$ cat config.mk
export PLATFORM = sky130hd
export DESIGN_NAME = column_span_occlusion_trim_core
export DESIGN_NICKNAME = d
export VERILOG_FILES = /design/src/rtl/csot_pkg.sv /design/src/rtl/csot_cell.sv /design/src/rtl/csot_ring.sv /design/src/rtl/column_span_occlusion_trim_core.sv
export VERILOG_INCLUDE_DIRS = /design/src /design/src/rtl
export SDC_FILE = /design/constraint.sdc
export NUM_CORES = 1
export LEC_CHECK = 0
export ABC_AREA = 1
export BUFFER_PORTS_ARGS = -buffer_cell sky130_fd_sc_hd__buf_2
export CAP_MARGIN = 5
export CORE_MARGIN = 3
export CORE_UTILIZATION = 60
export CTS_CLUSTER_SIZE = 28
export DETAILED_ROUTE_END_ITERATION = 8
export GPL_TIMING_DRIVEN = 0
export PLACE_DENSITY_LB_ADDON = 0.1
export SLEW_MARGIN = 10
export SYNTH_ARGS = -nofsm -noshare
export SYNTH_HDL_FRONTEND = slang
export SYNTH_SLANG_ARGS = --single-unit
$ cat constraint.sdc
create_clock -name clk -period 4.1 [get_ports clk]
set_input_delay 1.23 -clock clk [delete_from_list [all_inputs] [get_ports clk]]
set_output_delay 1.23 -clock clk [all_outputs]
set_load 0.01 [all_outputs]
$ cat src/rtl/column_span_occlusion_trim_core_assert.svh
// Assertion macros for the column span trim core.
`ifndef COLUMN_SPAN_OCCLUSION_TRIM_CORE_ASSERT_SVH
`define COLUMN_SPAN_OCCLUSION_TRIM_CORE_ASSERT_SVH
`ifndef SYNTHESIS
// Check a condition at every clock edge outside reset.
`define CSOT_ASSERT(label, cond, msg) \
	label: assert property (@(posedge clk) disable iff (!arst_n) (cond)) else $error(msg);
// Check an implication of the next cycle outside reset.
`define CSOT_ASSERT_NEXT(label, ante, cons, msg) \
	label: assert property (@(posedge clk) disable iff (!arst_n) (ante) |=> (cons)) \
		else $error(msg);
`else
`define CSOT_ASSERT(label, cond, msg)
`define CSOT_ASSERT_NEXT(label, ante, cons, msg)
`endif
`endif

$ cat src/rtl/csot_pkg.sv
package csot_pkg;

	localparam int COLUMN_HEIGHT_DEF = 128;
	localparam int ROW_W = 7;
	localparam int SPAN_W = 13;
	localparam int OP_W = 2;

	localparam logic [OP_W-1:0] OP_CLEAR = 2'd0;
	localparam logic [OP_W-1:0] OP_WALL = 2'd1;
	localparam logic [OP_W-1:0] OP_FLOOR = 2'd2;

	// Control of the coverage ring, broadcast to every cell.
	typedef struct packed {
		logic shift;
		logic clear;
		logic tail;
	} ring_ctl_t;

endpackage

$ cat src/rtl/csot_cell.sv
module csot_cell import csot_pkg::*; (
	input  logic      clk,
	input  logic      arst_n,
	input  ring_ctl_t ctl,
	input  logic      nxt,
	output logic      cov
);

	logic cov_q;

	// Drop the bit on clear, otherwise take the neighbor's bit on shift.
	always_ff @(posedge clk or negedge arst_n) begin
		if (!arst_n) begin
			cov_q <= 1'b0;
		end else if (ctl.clear) begin
			cov_q <= 1'b0;
		end else if (ctl.shift) begin
			cov_q <= nxt;
		end
	end

	assign cov = cov_q;

endmodule

$ cat src/rtl/csot_ring.sv
module csot_ring import csot_pkg::*; #(
	parameter int COLUMN_HEIGHT = COLUMN_HEIGHT_DEF
) (
	input  logic      clk,
	input  logic      arst_n,
	input  ring_ctl_t ctl,
	output logic      head
);

	logic [COLUMN_HEIGHT-1:0] cov;
	logic [COLUMN_HEIGHT-1:0] nxt;

	genvar i;
	generate
		for (i = 0; i < COLUMN_HEIGHT; i++) begin : g_cell
			if (i == COLUMN_HEIGHT - 1) begin : g_tail
				assign nxt[i] = ctl.tail;
			end else begin : g_mid
				assign nxt[i] = cov[i+1];
			end
			csot_cell u_cell (
				.clk    (clk),
				.arst_n (arst_n),
				.ctl    (ctl),
				.nxt    (nxt[i]),
				.cov    (cov[i])
			);
		end
	endgenerate

	assign head = cov[0];

endmodule

$ cat src/rtl/column_span_occlusion_trim_core.sv
// Column span trim core: one-bit coverage map of a screen column.
// Request channel (req_valid / req_stall): operation, span_a, span_b. A request
// is taken at a clock edge with req_valid high and req_stall low.
// Result channel (res_valid / res_stall): seg_start, seg_end, seg_valid, last.
// Each request gives one or more results; last marks the final one, and a
// request with nothing to draw gives a single result with seg_valid low.
// The map lives in a ring of COLUMN_HEIGHT cells that rotates one row per
// cycle past a head cell while a span is scanned and no result stall holds
// it. A span request takes up to two full turns of the ring: one to trim
// both ends, one to mark rows and find segments. One request is in work at
// a time; req_stall stays high until its final result is in the output
// register. A stall on the result side holds the ring wherever a segment
// must leave, so no result is lost. Reset empties the map at once and drops
// all work.
`include "column_span_occlusion_trim_core_assert.svh"

module column_span_occlusion_trim_core import csot_pkg::*; #(
	parameter int COLUMN_HEIGHT = COLUMN_HEIGHT_DEF
) (
	input  logic                     clk,
	input  logic                     arst_n,
	input  logic                     req_valid,
	output logic                     req_stall,
	input  logic [OP_W-1:0]          operation,
	input  logic signed [SPAN_W-1:0] span_a,
	input  logic signed [SPAN_W-1:0] span_b,
	output logic                     res_valid,
	input  logic                     res_stall,
	output logic [ROW_W-1:0]         seg_start,
	output logic [ROW_W-1:0]         seg_end,
	output logic                     seg_valid,
	output logic                     last
);

	localparam int RW = $clog2(COLUMN_HEIGHT);
	localparam logic [RW-1:0] CNT_LAST = RW'(COLUMN_HEIGHT - 1);
	localparam logic signed [SPAN_W-1:0] ROW_MAX = SPAN_W'(COLUMN_HEIGHT - 1);

	typedef enum logic [2:0] {
		ST_IDLE,
		ST_PREP,
		ST_SCAN1,
		ST_CHECK,
		ST_SCAN2,
		ST_FLUSH
	} state_t;

	state_t                   state_q;
	logic [OP_W-1:0]          op_q;
	logic signed [SPAN_W-1:0] a_q, b_q;
	logic [ROW_W-1:0]         s_q, e_q, f_q, l_q, run_start_q;
	logic                     f_found_q, l_found_q, in_run_q;
	logic [RW-1:0]            cnt_q;
	logic                     pend_v_q;
	logic [ROW_W-1:0]         pend_s_q, pend_e_q;
	logic                     res_valid_q, seg_valid_q, last_q;
	logic [ROW_W-1:0]         seg_start_q, seg_end_q;

	ring_ctl_t ctl;
	logic      head;

	logic                     req_take;
	logic signed [SPAN_W-1:0] lo_w, hi_w;
	logic [ROW_W-1:0]         lo_c, hi_c, row;
	logic                     prep_ok, check_ok;
	logic                     is_floor, in_win1, in_win2, skip, mark;
	logic                     emit;
	logic [ROW_W-1:0]         emit_s, emit_e;
	logic                     out_free, adv;
	logic                     res_load;

	csot_ring #(
		.COLUMN_HEIGHT (COLUMN_HEIGHT)
	) u_ring (
		.clk    (clk),
		.arst_n (arst_n),
		.ctl    (ctl),
		.head   (head)
	);

	assign req_stall = (state_q != ST_IDLE);
	assign req_take  = req_valid && !req_stall;
	assign row       = ROW_W'(cnt_q);
	assign out_free  = !res_valid_q || !res_stall;

	// Order both ends, then clamp them to the column.
	always_comb begin
		lo_w = (a_q > b_q) ? b_q : a_q;
		hi_w = (a_q > b_q) ? a_q : b_q;
		if (lo_w < 0) begin
			lo_c = '0;
		end else if (lo_w > ROW_MAX) begin
			lo_c = ROW_MAX[ROW_W-1:0];
		end else begin
			lo_c = lo_w[ROW_W-1:0];
		end
		if (hi_w < 0) begin
			hi_c = '0;
		end else if (hi_w > ROW_MAX) begin
			hi_c = ROW_MAX[ROW_W-1:0];
		end else begin
			hi_c = hi_w[ROW_W-1:0];
		end
		prep_ok = (a_q != b_q) && (lo_c != hi_c);
	end

	// Trimmed range is valid when an open row lies below the end row and
	// a later open row exists to serve as the new end.
	assign check_ok = f_found_q && l_found_q && (l_q > f_q);

	assign is_floor = (op_q == OP_FLOOR);
	assign in_win1  = (row >= s_q) && (row <= e_q);
	assign in_win2  = (row >= f_q) && (row <= l_q);
	// A floor walk that reaches the end row over covered rows stops there:
	// that lone end row is neither marked nor emitted.
	assign skip     = is_floor && (row == l_q) && !in_run_q && !head;
	assign mark     = in_win2 && (!is_floor || (!head && !skip));

	always_comb begin
		emit   = 1'b0;
		emit_s = run_start_q;
		emit_e = row;
		if (state_q == ST_SCAN2 && is_floor && in_win2) begin
			if (!head && !skip && row == l_q) begin
				emit   = 1'b1;
				emit_s = in_run_q ? run_start_q : row;
				emit_e = row;
			end else if (head && in_run_q) begin
				emit   = 1'b1;
				emit_s = run_start_q;
				emit_e = row - 1'b1;
			end
		end
	end

	// Hold the ring while a pending segment cannot move to the output.
	assign adv = !emit || !pend_v_q || out_free;

	// Load the output register with an older segment or with the final result.
	assign res_load = (state_q == ST_SCAN2 && adv && emit && pend_v_q) ||
		(state_q == ST_FLUSH && out_free);

	always_comb begin
		ctl.clear = req_take && (operation == OP_CLEAR);
		ctl.shift = (state_q == ST_SCAN1) || (state_q == ST_SCAN2 && adv);
		ctl.tail  = (state_q == ST_SCAN2 && mark) ? 1'b1 : head;
	end

	always_ff @(posedge clk or negedge arst_n) begin
		if (!arst_n) begin
			state_q     <= ST_IDLE;
			op_q        <= OP_CLEAR;
			a_q         <= '0;
			b_q         <= '0;
			s_q         <= '0;
			e_q         <= '0;
			f_q         <= '0;
			l_q         <= '0;
			run_start_q <= '0;
			f_found_q   <= 1'b0;
			l_found_q   <= 1'b0;
			in_run_q    <= 1'b0;
			cnt_q       <= '0;
			pend_v_q    <= 1'b0;
			pend_s_q    <= '0;
			pend_e_q    <= '0;
			res_valid_q <= 1'b0;
			seg_valid_q <= 1'b0;
			last_q      <= 1'b0;
			seg_start_q <= '0;
			seg_end_q   <= '0;
		end else begin
			if (res_load) begin
				res_valid_q <= 1'b1;
			end else if (res_valid_q && !res_stall) begin
				res_valid_q <= 1'b0;
			end
			case (state_q)
				ST_IDLE: begin
					if (req_take) begin
						op_q     <= operation;
						a_q      <= span_a;
						b_q      <= span_b;
						cnt_q    <= '0;
						pend_v_q <= 1'b0;
						if (operation inside {OP_WALL, OP_FLOOR}) begin
							state_q <= ST_PREP;
						end else begin
							state_q <= ST_FLUSH;
						end
					end
				end
				ST_PREP: begin
					s_q       <= lo_c;
					e_q       <= hi_c;
					f_found_q <= 1'b0;
					l_found_q <= 1'b0;
					state_q   <= prep_ok ? ST_SCAN1 : ST_FLUSH;
				end
				ST_SCAN1: begin
					if (in_win1 && !head) begin
						if (row < e_q && !f_found_q) begin
							f_q       <= row;
							f_found_q <= 1'b1;
						end
						l_q       <= row;
						l_found_q <= 1'b1;
					end
					if (cnt_q == CNT_LAST) begin
						cnt_q   <= '0;
						state_q <= ST_CHECK;
					end else begin
						cnt_q <= cnt_q + 1'b1;
					end
				end
				ST_CHECK: begin
					in_run_q <= 1'b0;
					if (!check_ok) begin
						state_q <= ST_FLUSH;
					end else begin
						state_q <= ST_SCAN2;
						if (!is_floor) begin
							pend_v_q <= 1'b1;
							pend_s_q <= f_q;
							pend_e_q <= l_q;
						end
					end
				end
				ST_SCAN2: begin
					if (adv) begin
						if (is_floor && in_win2) begin
							if (!head && !skip) begin
								if (!in_run_q) begin
									run_start_q <= row;
								end
								in_run_q <= (row != l_q);
							end else if (head) begin
								in_run_q <= 1'b0;
							end
						end
						if (emit) begin
							// Release the older segment; it is not the final one.
							if (pend_v_q) begin
								seg_valid_q <= 1'b1;
								last_q      <= 1'b0;
								seg_start_q <= pend_s_q;
								seg_end_q   <= pend_e_q;
							end
							pend_v_q <= 1'b1;
							pend_s_q <= emit_s;
							pend_e_q <= emit_e;
						end
						if (cnt_q == CNT_LAST) begin
							cnt_q   <= '0;
							state_q <= ST_FLUSH;
						end else begin
							cnt_q <= cnt_q + 1'b1;
						end
					end
				end
				ST_FLUSH: begin
					if (out_free) begin
						last_q      <= 1'b1;
						seg_valid_q <= pend_v_q;
						seg_start_q <= pend_v_q ? pend_s_q : '0;
						seg_end_q   <= pend_v_q ? pend_e_q : '0;
						pend_v_q    <= 1'b0;
						state_q     <= ST_IDLE;
					end
				end
				default: begin
					state_q <= ST_IDLE;
				end
			endcase
		end
	end

	assign res_valid = res_valid_q;
	assign seg_start = seg_start_q;
	assign seg_end   = seg_end_q;
	assign seg_valid = seg_valid_q;
	assign last      = last_q;

	`CSOT_ASSERT(a_seg_order, !(res_valid && seg_valid) || (seg_start <= seg_end), "segment start after end")
	`CSOT_ASSERT(a_empty_form, !(res_valid && !seg_valid) || (last && seg_start == '0 && seg_end == '0), "malformed empty result")
	`CSOT_ASSERT(a_ring_aligned, (state_q != ST_IDLE) || (cnt_q == '0), "ring not aligned at idle")
	`CSOT_ASSERT_NEXT(a_one_in_work, req_valid && !req_stall, req_stall, "second request taken while busy")

endmodule

Yosys cells after proc, flatten, opt, wreduce, memory -nomap -nowiden
Cells that the tools add are included.

storage, ports and cells
  output and inout bits = 18
  word-level logic and storage cells = 588
  flip-flop bits (word level) = 236
  input bits = 32

operators by class
  magnitude comparators = 11
  reductions and logical operators = 64
  $add $sub $neg = 2
  equal/unequal tests = 26
  muxes and demuxes = 336

operators with widths
  kind                 count
  $mux 1               284
  $mux 7               31
  $pmux 7 s2           4
  $gt 13x8->1 const B  2
  $lt 13x1->1 const B  2
  $mux 13              2
  $logic_and 1x1->1    25
  $mux 3               7
  $pmux 7 s3           1
  $pmux 3 s6           1
  $reduce_and 5->1     3
  $ge 7x7->1           2
  $le 7x7->1           2
  $ne 2x2->1 const B   7
  $ne 7x7->1           2
  $gt 13x13->1         1
  $ne 13x13->1         1
  $reduce_bool 2->1    6
  $logic_not 1->1      10
  $ne 2x1->1 const B   5
  $pmux 1 s2           5
  $reduce_and 3->1     3
  $reduce_and 4->1     2
  $add 7x1->7 const B  1
  19 further kinds     30

Longest topological paths before layout
  word-level depth = 17
  gate-level depth with buffers = 24
  gate-level depth less buffers = 24

Hierarchy
Synthesis repeated with hierarchy kept, for this count alone.

unflattened totals
  cell total of the unflattened synthesis = 1,627
  area, all modules = 12,266.8 sq um

by module, submodules not included
  module                           cells each  seq. area each (sq um)  instances  area each (sq um)
  column_span_occlusion_trim_core  859         2,702.6                 1          6,501.2
  csot_cell                        6           25.0                    128        45.0

Worst setup path after synthesis
Ideal clock, no wire load.

  kind = input -> register
  from = input port operation[0]
  to = register u_ring.g_cell[100].u_cell.cov_q
  data required time = 4.034 ns
  path buffers = 3
  cell stages on the path = 10
  setup time = 0.066 ns
  arrival = 2.615 ns
  slack = 1.419 ns
  cell sequence = inv_1 > ha_1 > nand2_1 > nand2_1 > inv_1 > clkbuf_1 > clkbuf_1 > clkbuf_1 > nand3_1 > nand2_1

on the way
  word-level cells in the longest chain between the ends = 3
  elaborated cells between the ends (all ways) = 4
  classes of those cells = 1 x mux; 3 x reduce/logical

ends and longest elaborated chain
  what                                                RTL line                                RTL
  from (decl)                                         column_span_occlusion_trim_core.sv:24   input logic [OP_W-1:0] operation,
  $logic_not 2->1 *                                   column_span_occlusion_trim_core.sv:144  ctl.clear = req_take && (operation == OP_CLEAR);
  $logic_and 1x1->1 *                                 column_span_occlusion_trim_core.sv:144
  $mux 1 / $reduce_bool 2->1 (equally long branches)  n/a
  to (signal assigned)                                csot_cell.sv:18                         cov_q <= nxt;
  to (decl)                                           csot_cell.sv:9                          logic cov_q;

Mark *: on every way between the ends. The rest lies on a longest branch, timed or not.
A chain may end at the register's enable or synchronous reset.

Worst setup path after layout
  from = register cnt_q[0]
  to = register pend_s_q[6]

on the way
  word-level cells in the longest chain between the ends = 14
  elaborated cells between the ends (all ways) = 24
  classes of those cells = 2 x order compare; 3 x eq/ne; 7 x mux; 12 x reduce/logical

ends and longest elaborated chain
  what                            RTL line                                                                        RTL
  from (decl)                     column_span_occlusion_trim_core.sv:53                                           logic [RW-1:0] cnt_q;
  from (signal assigned)          column_span_occlusion_trim_core.sv:213                                          cnt_q <= cnt_q + 1'b1;
  from (signal assigned)          column_span_occlusion_trim_core.sv:257                                          cnt_q <= cnt_q + 1'b1;
  $eq 7x7->1                      column_span_occlusion_trim_core.sv:116, column_span_occlusion_trim_core.sv:124
  $logic_and 1x1->1 (3 in a row)  column_span_occlusion_trim_core.sv:116                                          assign skip = is_floor && (row == l_q) && !in_run_q && !head;
  $logic_not 1->1                 column_span_occlusion_trim_core.sv:124                                          if (!head && !skip && row == l_q) begin
  $logic_and 1x1->1 (2 in a row)  column_span_occlusion_trim_core.sv:124
  $mux 1                          column_span_occlusion_trim_core.sv:124
  $mux 1                          column_span_occlusion_trim_core.sv:123                                          if (state_q == ST_SCAN2 && is_floor && in_win2) begin
  $logic_not 1->1                 column_span_occlusion_trim_core.sv:137                                          assign adv = !emit || !pend_v_q || out_free;
  $logic_or 1x1->1 (2 in a row)   column_span_occlusion_trim_core.sv:137
  $ne 2x2->1 (no line)            n/a
  $reduce_and 5->1 (no line)      n/a
  to (signal assigned)            column_span_occlusion_trim_core.sv:224                                          pend_s_q <= f_q;
  to (signal assigned)            column_span_occlusion_trim_core.sv:250                                          pend_s_q <= emit_s;
  to (decl)                       column_span_occlusion_trim_core.sv:55                                           logic [ROW_W-1:0] pend_s_q, pend_e_q;

Several ways; a longest one is shown, not always the timed one. The select of a mux whose other input is x is not followed.

==> impl_metrics.toml <==
[worst_hold_path]
hold_path_class = "reg -> reg"
hold_end = "pend_e_q[1]$_DFFE_PN0P_"
min_path_cells = 2
worstHoldStart = "pend_e_q[1]$_DFFE_PN0P_"

[yosys]
synth_mux_area_frac = 0
syn-cell-area_um2 = 11800
yosysWarningCount = 0
synth-xor-area-share = 0.00371
synthArstFlopShare = 1.00
postSynthCellCount = 1459
synth_compound_area_frac = 0.0745
ys_seq_area_frac = 0.501
synth-edff-count = 0
synth_ff_type = "dfrtp_1"
synthDistinctLibCells = 39
synth_top_family_by_area = "simple AND/OR/NAND/NOR gates"
synth_nets = 1542
ys_seq_elements = 236
syn_area_per_cell_um2 = 8.08
synth_simple_gate_area_frac = 0.298
synth-adder-area-share = 0.0541

[global_route]
track_usage = 0.248
grt_pass1_vias = 9237
grt_pass1_wl_um = 45100
antenna_found_initial = 0
overflow = 0
grt_max_degree = 96

[cells_and_area]
fill_cells = 1634
mostFrequentLayoutCells = "447 x nand2_1, 293 x nand3_1, 236 x dfrtp_1, 130 x o21ai_0, 96 x inv_1"
utilization = 0.693
stdcell_area_um2 = 13200
diodes = 0
area_growth_pct = 11.8
layout_commonest_cell = "nand2_1"
nets = 1620
final_layout_size_suffix_gt1_frac = 0.0928

[clocking]
tritoncts = "done"
clock-sinks = 236
post_cts_buffers = 0
cts_repair_resize_count = 0
insertion_delay_ps = 520
path_clk_slew_ps = 60
cts_buffer_depth = 3
root_buffer = "clkbuf_16"
cts.htree.levels = 1
cts_buffers = 25
ctsHoldBuffers = 0

[place]
place_ws_ps = 727
gp_congestion = 0.906
post-dp-hpwl_um = 18400
place.port_buffers = 49
placed_area_um2 = 12400

[floorplanning]
die_area_um2 = 21400
io-pin-count = 50
start_util = 0.620
die_x_um = 146
row_count = 50
die_h_um = 146
design.core.area_um2 = 19000

[timing]
hold_viol = 0
fin_ws_ps = 662
setup_viol = 0
fin_crit_ps = 3440
rsz0062_at_grt = "no"
setup_tns_ps = 0
drv_slew = 0
worstMarginPinSlew_ps = 739
fmax_mhz = 291
timing.final.crit_share = 0.839
slew_headroom = 0.503
fin_skew_ps = 7.10

[pwr]
p_leak_nw = 7.07
power.total_mw = 9.25
peakVddDrop_v = 0.000558
powerDensity_nw_per_um2 = 701

[routing]
vias = 10100
dr.pass1.iters = 5
avgViaCountPerCell = 5.56
drt_iter0_markers = 881
ant_nets = 0
wl_um = 26700
remaining_drc_errors = 0
wl_per_cell_um = 14.8

[critical_path]
worstReg2RegEnd = "pend_s_q[6]$_DFFE_PN0P_"
end_kind = "flip-flop"
cp.required_ps = 4500
r2r-start = "cnt_q[0]$_DFFE_PN0P_"
worst-path-max-fanout = 11
ff2ff_path_depth = 14
startpoint = "cnt_q[0]$_DFFE_PN0P_"
critPathArrivalTime_ps = 3840
start_kind = "flip-flop"
r2r_slack_ps = 660
timing.setup.critical_path_class = "reg -> reg"

[run_status]
status = "completed"

[run]
cap_violations = 0
==> power breakdown <==
group | internal [mW] | switching [mW]
Clock | 1.25 | 0.880
Sequential | 2.76 | 0.291
Combinational | 1.29 | 2.78
==> how the worst max path moves through the flow <==
stage | to | slack (ps)
floorplan | u_ring.g_cell[100].u_cell.cov$_DFFE_PN0P_ | 1420
global placement | u_ring.g_cell[76].u_cell.cov$_DFFE_PN0P_ | -2340
detailed placement | u_ring.g_cell[35].u_cell.cov$_DFFE_PN0P_ | 730
CTS | u_ring.g_cell[1].u_cell.cov$_DFFE_PN0P_ | 720
global route | run_start_q[0]$_DFFE_PN0P_ | 390
finish | pend_s_q[6]$_DFFE_PN0P_ | 660
==> flip-flops by register name (all words and copies together) (netlist names), 2 cells and up <==
name                      flops
b_q                          13
cnt_q                         7
state_q                       3
pend_s_q                      7
pend_e_q                      7
op_q                          2
f_q                           7
u_ring.g_cell.u_cell.cov    128
seg_start                     7
run_start_q                   7
e_q                           7
l_q                           7
s_q                           7
a_q                          13
seg_end                       7
==> final cells by class <==
cell class / instances / area [um2] / share of cell area
flip-flops and latches: 236 / 5910 / 0.448
multi-input cells: 1032 / 5080 / 0.385
repair buffers: 51 / 310 / 0.0235
inverters: 107 / 404 / 0.0307
clock inverters: 5 / 53.8 / 0.00408
well taps: 260 / 325 / 0.0247
plain buffers: 84 / 402 / 0.0305
clock buffers: 36 / 707 / 0.0536
==> cells by family (layout without fill, tap and decap cells) <==
logic type,after synthesis,count (layout)
buf+inv,191,283
fa+ha+maj,51,51
compound gates,168,168
simple gates,808,808
flops,236,236
xor+xnor,5,5
==> metrics by stage <==
stage | hold slack (ps) | instances
2_1_floorplan | 443 | 1459
3_3_place_gp | 462 | 1768
3_5_place_dp | 459 | 1770
4_1_cts | 475 | 1811
5_1_grt | 491 | 1811
6_report | 478 | 1811
==> per-layer routing <==
| metal | track usage | up-vias | wire [um] |
|---|---|---|---|
| met5 | 0 | - | 0 |
| met4 | 0.0630 | 0 | 629 |
| met3 | 0.0298 | 51 | 1250 |
| met2 | 0.389 | 259 | 12100 |
| met1 | 0.371 | 4795 | 12800 |
| li1 | - | 4970 | - |
==> Yosys cell counts, types with 2 or more instances <==
master / count / area (um2)
a21oi_1: 24 / 120
a31oi_1: 2 / 12.5
buf_1: 10 / 37.5
buf_2: 24 / 120
buf_6: 7 / 78.8
clkbuf_1: 42 / 158
dfrtp_1: 236 / 5910
ha_1: 51 / 638
inv_1: 96 / 360
inv_2: 9 / 33.8
nand2_1: 447 / 1680
nand2_2: 5 / 31.3
nand3_1: 293 / 1470
nand3_2: 3 / 30.0
nand4_1: 9 / 56.3
nor2_1: 35 / 131
nor3_1: 5 / 25.0
nor3b_1: 2 / 15.0
nor4_1: 2 / 12.5
o21ai_0: 130 / 651
o21ai_1: 2 / 10.0
o21ai_2: 2 / 17.5
o31ai_1: 3 / 22.5
xor2_1: 5 / 43.8
==> worst max-delay path: stages, from the launching register on <==
cell and delay (ps):
dfrtp_1 510, inv_1 310, ha_1 380, nand3_1 80
o31ai_1 350, nand2_1 160, nor2_1 110, nand2_1 130
a21oi_2 250, nand3_2 210, nand3_1 330, inv_1 150
buf_2 210, nand2_1 90, nand2_1 60
(Power assumes the default switching activity.)
